### src/closest_cross_team_pair_defines.svh
// Assertion macros used by closest_cross_team_pair.
`ifndef CLOSEST_CROSS_TEAM_PAIR_DEFINES_SVH
`define CLOSEST_CROSS_TEAM_PAIR_DEFINES_SVH

// Same-cycle implication, checked outside reset.
`define CCP_ASSERT_NOW(label, clk, rst_n, ante, cons) \
    label: assert property (@(posedge clk) disable iff (!rst_n) (ante) |-> (cons)) \
        else $error("closest_cross_team_pair: same-cycle check failed");

// Next-cycle implication, checked outside reset.
`define CCP_ASSERT_NEXT(label, clk, rst_n, ante, cons) \
    label: assert property (@(posedge clk) disable iff (!rst_n) (ante) |=> (cons)) \
        else $error("closest_cross_team_pair: next-cycle check failed");

`endif

### src/ccp_pkg.sv
package ccp_pkg;

    localparam int unsigned MAX_POINTS_DEF = 16;
    localparam int unsigned COORD_W        = 16;
    localparam int unsigned LIMIT_W        = 17;
    localparam int unsigned MAG_W          = COORD_W + 1;
    localparam int unsigned DIST_W         = 2 * MAG_W;
    localparam int unsigned IDX_OUT_W      = 4;

    localparam logic [LIMIT_W-1:0] LIMIT_RESET = 17'd100000;

    typedef struct packed {
        logic signed [COORD_W-1:0] pos_x;
        logic signed [COORD_W-1:0] pos_y;
        logic signed [COORD_W-1:0] pos_z;
        logic                      side;
        logic                      active;
        logic                      last_point;
    } in_beat_t;

    typedef struct packed {
        logic                 found;
        logic [IDX_OUT_W-1:0] source_index;
        logic [IDX_OUT_W-1:0] target_index;
    } out_beat_t;

    // One stored point: 50 bits.
    typedef struct packed {
        logic signed [COORD_W-1:0] x;
        logic signed [COORD_W-1:0] y;
        logic signed [COORD_W-1:0] z;
        logic                      side;
        logic                      active;
    } point_t;

    localparam int unsigned POINT_W = $bits(point_t);

    typedef enum logic [3:0] {
        ST_LOAD,
        ST_INIT,
        ST_SRC_RD,
        ST_SRC_CHK,
        ST_TGT_RD,
        ST_TGT_CHK,
        ST_MUL,
        ST_CMP,
        ST_DONE
    } state_t;

    typedef enum logic [1:0] {
        AXIS_X,
        AXIS_Y,
        AXIS_Z
    } axis_t;

endpackage

### src/ccp_ram.sv
module ccp_ram #(
    parameter int unsigned WIDTH = 8,
    parameter int unsigned DEPTH = 16
) (
    input  logic                     clk,
    input  logic                     we,
    input  logic [$clog2(DEPTH)-1:0] waddr,
    input  logic [WIDTH-1:0]         wdata,
    input  logic                     re,
    input  logic [$clog2(DEPTH)-1:0] raddr,
    output logic [WIDTH-1:0]         rdata
);

    logic [WIDTH-1:0] mem [DEPTH];

    always_ff @(posedge clk)
    begin
        if (we)
        begin
            mem[waddr] <= wdata;
        end
        if (re)
        begin
            rdata <= mem[raddr];
        end
    end

endmodule

### src/closest_cross_team_pair.sv
// closest_cross_team_pair: while the block is loading, points arrive one beat
// per cycle on the input channel and are written into a MAX_POINTS-deep point
// RAM; beats that arrive while the RAM is full are dropped. The beat marked
// last_point starts a brute-force search over every (active side-0, active
// side-1) pair, side-0 points outer and side-1 points inner, both in load
// order. The pair with the smallest squared distance strictly below
// distance_limit squared wins, the first one found wins a tie, and one result
// beat carries the found flag and both load indices (masked to 4 bits, zero
// when nothing qualifies). The search is paced by the single point RAM read
// port (each point is fetched in a read state and checked in a check state)
// and by the one shared 17x17 multiplier, which squares the three axis
// differences of a pair one after another before the compare; a finished
// search may also wait for the output register to drain. The input channel
// is not ready during the search; a finished result sits in the output
// register, so the next point set can load while it waits to be taken.
// distance_limit may be written at any time through the config channel,
// which is always ready.

`include "closest_cross_team_pair_defines.svh"

module closest_cross_team_pair
    import ccp_pkg::*;
#(
    parameter int unsigned MAX_POINTS = MAX_POINTS_DEF
) (
    input  logic               clk,
    input  logic               rst_n,
    input  logic               cfg_valid,
    output logic               cfg_ready,
    input  logic [LIMIT_W-1:0] cfg_data,
    input  logic               in_valid,
    output logic               in_ready,
    input  in_beat_t           in_data,
    output logic               out_valid,
    input  logic               out_ready,
    output out_beat_t          out_data
);

    localparam int unsigned IDX_W  = $clog2(MAX_POINTS);
    localparam int unsigned CNT_W  = $clog2(MAX_POINTS + 1);
    localparam int unsigned WIDE_W = (IDX_W > IDX_OUT_W) ? IDX_W : IDX_OUT_W;
    localparam logic [CNT_W-1:0] CNT_MAX = CNT_W'(MAX_POINTS);

    state_t state_reg, state_next;

    logic [LIMIT_W-1:0] limit_reg;
    logic [CNT_W-1:0]   count_reg;
    logic [CNT_W-1:0]   src_cnt_reg;
    logic [CNT_W-1:0]   tgt_cnt_reg;
    axis_t              axis_reg;
    point_t             src_pt_reg;
    point_t             tgt_pt_reg;
    logic [DIST_W-1:0]  acc_reg;
    logic [DIST_W-1:0]  best_reg;
    logic [IDX_W-1:0]   best_src_reg;
    logic [IDX_W-1:0]   best_tgt_reg;
    logic               best_found_reg;
    logic               out_valid_reg;
    out_beat_t          out_reg;

    // Point RAM ports.
    logic             ram_we;
    logic             ram_re;
    logic [IDX_W-1:0] ram_raddr;
    point_t           ram_rdata;
    point_t           ram_wdata;

    // Shared squaring unit.
    logic signed [COORD_W-1:0] coord_a;
    logic signed [COORD_W-1:0] coord_b;
    logic [MAG_W-1:0]          diff;
    logic [MAG_W-1:0]          mag;
    logic [MAG_W-1:0]          mul_op;
    logic [DIST_W-1:0]         prod;

    logic in_fire;
    logic out_free;
    logic src_end;
    logic tgt_end;
    logic src_hit;
    logic tgt_hit;
    logic [WIDE_W-1:0] src_wide;
    logic [WIDE_W-1:0] tgt_wide;

    assign in_fire  = in_valid && in_ready;
    assign out_free = !out_valid_reg || out_ready;
    assign src_end  = (src_cnt_reg == count_reg);
    assign tgt_end  = (tgt_cnt_reg == count_reg);
    assign src_hit  = ram_rdata.active && !ram_rdata.side;
    assign tgt_hit  = ram_rdata.active && ram_rdata.side;

    assign ram_wdata.x      = in_data.pos_x;
    assign ram_wdata.y      = in_data.pos_y;
    assign ram_wdata.z      = in_data.pos_z;
    assign ram_wdata.side   = in_data.side;
    assign ram_wdata.active = in_data.active;

    ccp_ram #(
        .WIDTH (POINT_W),
        .DEPTH (MAX_POINTS)
    ) u_point_ram (
        .clk   (clk),
        .we    (ram_we),
        .waddr (count_reg[IDX_W-1:0]),
        .wdata (ram_wdata),
        .re    (ram_re),
        .raddr (ram_raddr),
        .rdata (ram_rdata)
    );

    // Axis difference, magnitude and square.
    always_comb
    begin
        unique case (axis_reg)
            AXIS_X:
            begin
                coord_a = src_pt_reg.x;
                coord_b = tgt_pt_reg.x;
            end
            AXIS_Y:
            begin
                coord_a = src_pt_reg.y;
                coord_b = tgt_pt_reg.y;
            end
            AXIS_Z:
            begin
                coord_a = src_pt_reg.z;
                coord_b = tgt_pt_reg.z;
            end
            default:
            begin
                coord_a = src_pt_reg.z;
                coord_b = tgt_pt_reg.z;
            end
        endcase
    end

    assign diff   = {coord_a[COORD_W-1], coord_a} - {coord_b[COORD_W-1], coord_b};
    assign mag    = diff[MAG_W-1] ? (~diff + MAG_W'(1)) : diff;
    assign mul_op = (state_reg == ST_INIT) ? limit_reg : mag;
    assign prod   = DIST_W'(mul_op) * DIST_W'(mul_op);

    // Next state.
    always_comb
    begin
        state_next = state_reg;
        unique case (state_reg)
            ST_LOAD:
            begin
                if (in_fire && in_data.last_point)
                begin
                    state_next = ST_INIT;
                end
            end
            ST_INIT:
            begin
                state_next = ST_SRC_RD;
            end
            ST_SRC_RD:
            begin
                state_next = src_end ? ST_DONE : ST_SRC_CHK;
            end
            ST_SRC_CHK:
            begin
                state_next = src_hit ? ST_TGT_RD : ST_SRC_RD;
            end
            ST_TGT_RD:
            begin
                state_next = tgt_end ? ST_SRC_RD : ST_TGT_CHK;
            end
            ST_TGT_CHK:
            begin
                state_next = tgt_hit ? ST_MUL : ST_TGT_RD;
            end
            ST_MUL:
            begin
                if (axis_reg == AXIS_Z)
                begin
                    state_next = ST_CMP;
                end
            end
            ST_CMP:
            begin
                state_next = ST_TGT_RD;
            end
            ST_DONE:
            begin
                if (out_free)
                begin
                    state_next = ST_LOAD;
                end
            end
            default:
            begin
                state_next = ST_LOAD;
            end
        endcase
    end

    // Control outputs.
    always_comb
    begin
        in_ready  = 1'b0;
        ram_we    = 1'b0;
        ram_re    = 1'b0;
        ram_raddr = tgt_cnt_reg[IDX_W-1:0];
        unique case (state_reg)
            ST_LOAD:
            begin
                in_ready = 1'b1;
                ram_we   = in_valid && (count_reg < CNT_MAX);
            end
            ST_SRC_RD:
            begin
                ram_re    = !src_end;
                ram_raddr = src_cnt_reg[IDX_W-1:0];
            end
            ST_TGT_RD:
            begin
                ram_re = !tgt_end;
            end
            ST_INIT, ST_SRC_CHK, ST_TGT_CHK, ST_MUL, ST_CMP, ST_DONE:
            begin
            end
            default:
            begin
            end
        endcase
    end

    assign cfg_ready = 1'b1;

    // Control state.
    always_ff @(posedge clk or negedge rst_n)
    begin
        if (!rst_n)
        begin
            state_reg     <= ST_LOAD;
            limit_reg     <= LIMIT_RESET;
            count_reg     <= '0;
            out_valid_reg <= 1'b0;
        end
        else
        begin
            state_reg <= state_next;
            if (cfg_valid)
            begin
                limit_reg <= cfg_data;
            end
            // Advance the fill count, dropping beats once the RAM is full; clear it as the result is issued.
            if (ram_we)
            begin
                count_reg <= count_reg + CNT_W'(1);
            end
            else if (state_reg == ST_DONE && out_free)
            begin
                count_reg <= '0;
            end
            if (state_reg == ST_DONE && out_free)
            begin
                out_valid_reg <= 1'b1;
            end
            else if (out_ready)
            begin
                out_valid_reg <= 1'b0;
            end
        end
    end

    // Search datapath.
    always_ff @(posedge clk)
    begin
        unique case (state_reg)
            ST_INIT:
            begin
                best_reg       <= prod;
                best_found_reg <= 1'b0;
                best_src_reg   <= '0;
                best_tgt_reg   <= '0;
                src_cnt_reg    <= '0;
            end
            ST_SRC_CHK:
            begin
                src_pt_reg  <= ram_rdata;
                tgt_cnt_reg <= '0;
                if (!src_hit)
                begin
                    src_cnt_reg <= src_cnt_reg + CNT_W'(1);
                end
            end
            ST_TGT_RD:
            begin
                if (tgt_end)
                begin
                    src_cnt_reg <= src_cnt_reg + CNT_W'(1);
                end
            end
            ST_TGT_CHK:
            begin
                tgt_pt_reg <= ram_rdata;
                acc_reg    <= '0;
                axis_reg   <= AXIS_X;
                if (!tgt_hit)
                begin
                    tgt_cnt_reg <= tgt_cnt_reg + CNT_W'(1);
                end
            end
            ST_MUL:
            begin
                acc_reg <= acc_reg + prod;
                unique case (axis_reg)
                    AXIS_X:  axis_reg <= AXIS_Y;
                    AXIS_Y:  axis_reg <= AXIS_Z;
                    default: axis_reg <= AXIS_X;
                endcase
            end
            ST_CMP:
            begin
                // Strict compare keeps the first pair on a tie.
                if (acc_reg < best_reg)
                begin
                    best_reg       <= acc_reg;
                    best_found_reg <= 1'b1;
                    best_src_reg   <= src_cnt_reg[IDX_W-1:0];
                    best_tgt_reg   <= tgt_cnt_reg[IDX_W-1:0];
                end
                tgt_cnt_reg <= tgt_cnt_reg + CNT_W'(1);
            end
            ST_DONE:
            begin
                if (out_free)
                begin
                    out_reg.found        <= best_found_reg;
                    out_reg.source_index <= src_wide[IDX_OUT_W-1:0];
                    out_reg.target_index <= tgt_wide[IDX_OUT_W-1:0];
                end
            end
            ST_LOAD, ST_SRC_RD:
            begin
            end
            default:
            begin
            end
        endcase
    end

    // Indices are zero unless a pair was found; mask to the 4-bit fields.
    assign src_wide = best_found_reg ? WIDE_W'(best_src_reg) : '0;
    assign tgt_wide = best_found_reg ? WIDE_W'(best_tgt_reg) : '0;

    assign out_valid = out_valid_reg;
    assign out_data  = out_reg;

    `CCP_ASSERT_NOW(a_count_bound, clk, rst_n, 1'b1, count_reg <= CNT_MAX)
    `CCP_ASSERT_NOW(a_nofind_zero, clk, rst_n, out_valid && !out_data.found, out_data.source_index == '0 && out_data.target_index == '0)
    `CCP_ASSERT_NEXT(a_done_emits, clk, rst_n, state_reg == ST_DONE && out_free, out_valid && count_reg == '0 && state_reg == ST_LOAD)
    `CCP_ASSERT_NOW(a_ready_only_load, clk, rst_n, state_reg == ST_MUL || state_reg == ST_CMP, !in_ready && tgt_pt_reg.active && tgt_pt_reg.side && src_pt_reg.active && !src_pt_reg.side)

endmodule

### config.mk
export PLATFORM = sky130hd
export DESIGN_NAME = closest_cross_team_pair
export DESIGN_NICKNAME = d
export VERILOG_FILES = /design/src/ccp_pkg.sv /design/src/ccp_ram.sv /design/src/closest_cross_team_pair.sv
export VERILOG_INCLUDE_DIRS = /design/src /design/src/src
export SDC_FILE = /design/constraint.sdc
export NUM_CORES = 2
export LEC_CHECK = 0
export ABC_AREA = 0
export ABC_CLOCK_PERIOD_IN_PS = 11900
export BUFFER_PORTS_ARGS = -buffer_cell sky130_fd_sc_hd__buf_4
export CORE_UTILIZATION = 25
export CTS_CLUSTER_SIZE = 12
export DETAILED_ROUTE_END_ITERATION = 7
export SLEW_MARGIN = 20
export SYNTH_ARGS = -nofsm -noshare
export SYNTH_HDL_FRONTEND = slang
export SYNTH_HIERARCHICAL = 1
export SYNTH_SLANG_ARGS = --single-unit
### constraint.sdc
create_clock -name clk -period 11.9 [get_ports clk]
set_clock_uncertainty 0.05 [all_clocks]
set_input_delay 1.785 -clock clk [delete_from_list [all_inputs] [get_ports clk]]
set_output_delay 1.785 -clock clk [all_outputs]
set_load 0.02 [all_outputs]
# Yosys cells after proc, flatten, opt, wreduce, memory -nomap -nowiden
# Memories as Yosys holds them, arrays and structs flattened. A register that Yosys moved wholly into a read port is not among the register bits.
# Index checks and enable logic that the tools add are counted.
[classes] add_sub_neg=6 mul=1 magnitude_cmp=2 n_eq_ne=19 n_mux=38 n_bitwise=1 n_reduce_logical=24
[op_table] cell="$pmux W34 S2" n=2
[op_table] cell="$pmux W16 S2" n=2
[op_table] cell="$pmux W4 S9" n=1
[op_table] cell="$add A34 B34 Y34" n=1
[op_table] cell="$lt A34 B34 Y1" n=1
[op_table] cell="$mul A17 B17 Y34" n=1
[op_table] cell="$mux W17" n=2
[op_table] cell="$mux W34" n=1
[op_table] cell="$pmux W5 S3" n=2
[op_table] cell="$mux W4" n=7
[op_table] cell="$mux W5" n=5
[op_table] cell="$add A17 B1 Y17 const B" n=1
[op_table] cell="$not A17 Y17" n=1
[op_table] cell="$sub A16 B16 Y17" n=1
[op_table] cell="$eq A4 B3 Y1 const B" n=4
[op_table] cell="$pmux W4 S2" n=2
[op_table] cell="$add A5 B1 Y5 const B" n=3
[op_table] cell="$ne A2 B2 Y1 const B" n=7
[op_table] cell="$eq A5 B5 Y1" n=2
[op_table] cell="$eq A4 B2 Y1 const B" n=2
[op_table] cell="$pmux W2 S2" n=2
[op_table] cell="$reduce_bool A2 Y1" n=4
[op_table] cell="$mux W1" n=7
[op_table] cell="$logic_and A1 B1 Y1" n=6
[op_table] cell="other kinds (15)" n=24
[totals] reg_bits=221 mem_bits_rw=800 inputBits=73 out_inout_bits=12 wordCells=113 mem_count=1
[memory_table] name="u_point_ram.mem" depth=16 width=50 rd=1 rd_clocked_by_memory_dff=1 wr=1 line="ccp_ram.sv:14" rtl="logic [WIDTH-1:0] mem [DEPTH];"

# Logic depth before layout (Yosys ltp)
[depth] depth_word=10 mapped_depth=54 depth_no_buf=51

# By module
# Netlist, hierarchy kept.
[modules_own_cells] module="ccp_ram" n_inst=1 cells_per_inst=1294 area_each_um2=31410.1 seq_area_each_um2=25524.5
[modules_own_cells] module="closest_cross_team_pair" n_inst=1 cells_per_inst=2045 area_each_um2=20609.8 seq_area_each_um2=6508.7

# Worst setup path after synthesis
# No wires, ideal clock.
[synth_timing] path_kind="reg-to-reg" startpoint="register axis_reg[0]" endpoint="register acc_reg[33] (data pin)" setup_time_ps=138 arrival_time_ps=11524 required_time_ps=11712 setup_slack_ps=187 path_stages_with_launch=52 n_path_buf=4 synth_period_minus_slack_ps=11713 path_cell_list="edfxtp_1 -> clkbuf_1 -> buf_1 -> mux2i_1 -> nor2_1 -> a21oi_1 -> ha_1 -> inv_1 -> fa_1 -> a21oi_2 -> a2bb2oi_2 -> a211o_1 -> a31o_2 -> a31oi_4 -> buf_4 -> a21oi_1 -> xor2_1 -> nand2_1 -> [... 16 more ...] -> a21oi_1 -> o21ai_1 -> o31a_1 -> o21a_1 -> or3_1 -> a22oi_1 -> ha_1 -> a21o_1 -> a21o_1 -> a21oi_1 -> o21ai_0 -> a21o_1 -> a31o_2 -> a21o_1 -> a21oi_1 -> xnor2_1 -> xnor3_1 -> nor2_1"
[synth_between] elab_chain_len=10 word_cells_on_any_way=12 cone_classes="add/sub: 3; mul: 1; eq/ne: 1; mux: 5; bitwise: 1; reduce/logical: 1"
[synth_rtl] item="from (decl)" line="closest_cross_team_pair.sv:50" rtl="axis_t axis_reg;"
[synth_rtl] item="from (signal assigned)" line="closest_cross_team_pair.sv:302" rtl="axis_reg <= AXIS_X;"
[synth_rtl] item="from (signal assigned)" line="closest_cross_team_pair.sv:312" rtl="AXIS_X: axis_reg <= AXIS_Y;"
[synth_rtl] item="from (signal assigned)" line="closest_cross_team_pair.sv:313" rtl="AXIS_Y: axis_reg <= AXIS_Z;"
[synth_rtl] item="$eq A2 B1 Y1 / $logic_not A2 Y1 (equally long branches)" line="closest_cross_team_pair.sv:114" rtl="unique case (axis_reg)"
[synth_rtl] item="$pmux W16 S2" line="closest_cross_team_pair.sv:114"
[synth_rtl] item="$sub A16 B16 Y17 *" line="closest_cross_team_pair.sv:138" rtl="assign diff = {coord_a[COORD_W-1], coord_a} - {coord_b[COORD_W-1], coord_b};"
[synth_rtl] item="$not A17 Y17" line="closest_cross_team_pair.sv:139" rtl="assign mag = diff[MAG_W-1] ? (~diff + MAG_W'(1)) : diff;"
[synth_rtl] item="$add A17 B1 Y17" line="closest_cross_team_pair.sv:139"
[synth_rtl] item="$mux W17 *" line="closest_cross_team_pair.sv:139"
[synth_rtl] item="$mux W17 *" line="closest_cross_team_pair.sv:140" rtl="assign mul_op = (state_reg == ST_INIT) ? limit_reg : mag;"
[synth_rtl] item="$mul A17 B17 Y34 *" line="closest_cross_team_pair.sv:141" rtl="assign prod = DIST_W'(mul_op) * DIST_W'(mul_op);"
[synth_rtl] item="$add A34 B34 Y34 *" line="closest_cross_team_pair.sv:310" rtl="acc_reg <= acc_reg + prod;"
[synth_rtl] item="$pmux W34 S2 *" line="closest_cross_team_pair.sv:273" rtl="unique case (state_reg)"
[synth_rtl] item="to (signal assigned)" line="closest_cross_team_pair.sv:310"
[synth_rtl] item="to (decl)" line="closest_cross_team_pair.sv:53" rtl="logic [DIST_W-1:0] acc_reg;"
# Mark *: on every way between the ends. The rest lies on a longest branch, timed or not.
# A chain may end at the register's enable or synchronous reset.

# Worst setup path after layout
# Ends and elaborated chain as after synthesis.

==> impl_metrics.tcl <==
set metrics [dict create \
    grt_pass1_vias 29110 \
    num_antenna_cells 0 \
    finalHoldViolCount 0 \
    grt_max_degree 89 \
    crit_path_end_kind "flop" \
    min_path_cells 0 \
    core_area_um2 206900 \
    dp.cells 6082 \
    nNetsFinal 3965 \
    worst_setup_path_start_kind "flop" \
    netlist_top_cells_area "edfxtp_1 (60%), mux4_2 (8.7%), fa_1 (7.4%)" \
    grt-ovfl-total 0 \
    synth_cell_types 86 \
    grt_pass1_wl_um 185300 \
    cts_max_level 3 \
    avgSynthCellArea_um2 15.58 \
    hold_buffers 0 \
    cts_tree "yes" \
    synth_fp_nets 3798 \
    die_w_um 458.2 \
    setup_viol 0 \
    ys_seq_elements 1071 \
    vias 28230 \
    syn_to_final_growth_pct 15.55 \
    initial_core_util_pct 25.15 \
    grt_usage_pct 11.69 \
    hpwl_um 80080 \
    clock_sinks 1071 \
    drc 0 \
    syn_inst 3339 \
    drt_iter0_markers 1849 \
    row_count 167 \
    yosysTopAreaCell "edfxtp_1" \
    critical_path_arrival_ns 11.72 \
    path_class "reg2reg" \
    gp_congestion 0.8642 \
    die_area_um2 209900 \
    io_pins 85 \
    clk_pin_slew_worst_paths_ns 0.06 \
    syn-cell-area_um2 52020 \
    wire_per_inst_um 19.82 \
    slowest_stage "fa_2" \
    period_share_pct 95.48 \
    tightest_slew_ns 1.132 \
    top_regs "u_point_ram/mem x800, u_point_ram/rdata x50" \
    routed_wirelength_um 124200 \
    synth_ff_type "edfxtp_1" \
    drive_above_1_share_pct 18.96 \
    root_buffer "clkbuf_16" \
    worst_ep_required_time_ns 12.26 \
    fp.dieH_um 458.2 \
    drv_slew 0 \
    largest_register_ffs 800 \
    clock_latency_ns 0.75 \
    maxSlewHeadroom_pct 24.51 \
    maxCapViolCount 0 \
    vias_per_cell 4.506 \
    yosysWarnings 6 \
    crit_fanout 23 \
    yosysSeqAreaShare_pct 61.58 \
    min_path_type "reg2reg" \
    max_freq_ghz 0.08801 \
    cts_buffers 108 \
    crit_path_max_incr_delay_ns 0.56 \
    clock_path_buffers 3 \
    io_buffer_count 83 \
    layoutNonFillerInstCount 6265 \
    status "finished clean" \
    rr_worst_depth 47 \
    grt_antenna_before_repair 10 \
    yosys.area.top_type_share_pct 60.27 \
    dr.pass1.iters 5 \
    period_needed_ns 11.36 \
    async_reset_ff_share_pct 2.521 \
    regMostFlops "u_point_ram/mem" \
    ant_nets 0 \
    synth_edf_count 1044 \
    num-fill-cells 20610 \
]
-- critical path, delay by kind of cell (launching register included) --
family                     cells  cell delay, ns
and+or+nand+nor                7            1.21
AOI/OAI and AO/OA             17            3.61
xor gates and xnor gates       4            0.66
muxes                          1            0.20
DFF                            1            0.47
buffers and inverters          9            1.00
adders and majority gates      9            3.79
-- kinds of logic after synthesis --
kind of cell | Yosys count | share of synthesized area, %
adder cells (fa/ha/maj) | 386 | 12.06
buffers and inverters | 471 | 3.617
AO/OA/AOI/OAI | 420 | 5.460
XOR/XNOR | 106 | 1.811
flip-flops | 1071 | 61.58
multiplexers | 271 | 10.11
other | 1 | 0.007209
AND/OR/NAND/NOR | 613 | 5.364
-- what timing repair did --
item,4_1_cts,5_1_grt
setup buffers,0,17
resized for setup,3,82
cloned,0,1
setup endpoints to repair,1,9
pin swaps,0,25
-- per-stage QoR --
step                setup TNS, ns  setup slack (ns)  cell area, um2  utilization [%]  hold slack (ns)
global route             -0.04047          -0.04047           60110            29.06           0.4119
global placement                0            0.2956           56220            27.18           0.3758
floorplan                       0            0.1873           52020                -           0.3715
detailed placement              0           0.02587           56370            27.25           0.3838
CTS                             0           0.02368           59600            28.81           0.3991
finish                          0            0.5377           60110            29.06           0.4002
-- layout by cell type, fill, tap and decap left out, types with 29 or more instances in the layout --
master     instances
a21o_1            41
a21oi_1           95
a22oi_1          102
buf_4            170
clkbuf_1          29
clkbuf_16        108
edfxtp_1        1044
fa_1             189
ha_1             184
inv_1            335
mux2_2            32
mux2i_1           35
mux4_2           200
nand2_1          213
nor2_1           184
o21ai_0           60
xnor2_1           56
xor2_1            46
-- synthesized netlist by cell type (16+ instances only) --
cell,count
edfxtp_1,1044
inv_1,338
nand2_1,216
nor2_1,207
mux4_2,200
ha_1,194
fa_1,192
a21oi_1,104
a22oi_1,103
clkbuf_1,64
o21ai_0,61
xnor2_1,58
xor2_1,47
a21o_1,41
mux2i_1,37
mux2_2,34
buf_2,28
nand2b_1,28
nor3_1,26
and2_1,22
nand3_1,22
nor2b_1,22
dfrtp_1,21
o21a_1,18
buf_1,16
o21bai_1,16
-- path summary, 6_finish.rpt --
check / from / to / slack [ns]
worst min register to register: u_point_ram/rdata[31]$_DFFE_PP_ / src_pt_reg[31]$_DFFE_PP_ / 0.40
worst min-delay path: u_point_ram/rdata[31]$_DFFE_PP_ / src_pt_reg[31]$_DFFE_PP_ / 0.40
worst max-delay path: axis_reg[0]$_SDFFCE_PP0P_ / acc_reg[33]$_SDFFCE_PP0P_ / 0.54
min in group asynchronous: rst_n / count_reg[2]$_DFFE_PN0P_ / 0.93
max in group asynchronous: rst_n / limit_reg[10]$_DFFE_PN1P_ / 10.48
worst max register to register: axis_reg[0]$_SDFFCE_PP0P_ / acc_reg[33]$_SDFFCE_PP0P_ / 0.54
-- cell type report --
cell class                 instances  area [um2]  share of cell area (%)
clock inverter                    28       414.1                  0.6890
multi-input combinational       1798       18670                   31.05
inverter                         345        1297                   2.159
clock buffer                     137        2811                   4.677
timing repair buffer             182        1503                   2.500
sequential                      1071       32030                   53.29
tap                             2704        3383                   5.629
-- routing by layer --
layer | track usage [%] | routed length [um] | vias to the layer above | share of wire (%)
li1 | - | - | 12670 | -
met1 | 14.50 | 50970 | 14750 | 41
met2 | 20.89 | 64460 | 634 | 52
met3 | 2.164 | 6134 | 169 | 4.9
met4 | 2.669 | 2566 | 10 | 2.1
met5 | 0 | 63 | - | 0.051
Power is left out: the tool's default activity adds up to more than one toggle a clock period on the data nets, which glitch-free logic cannot reach.
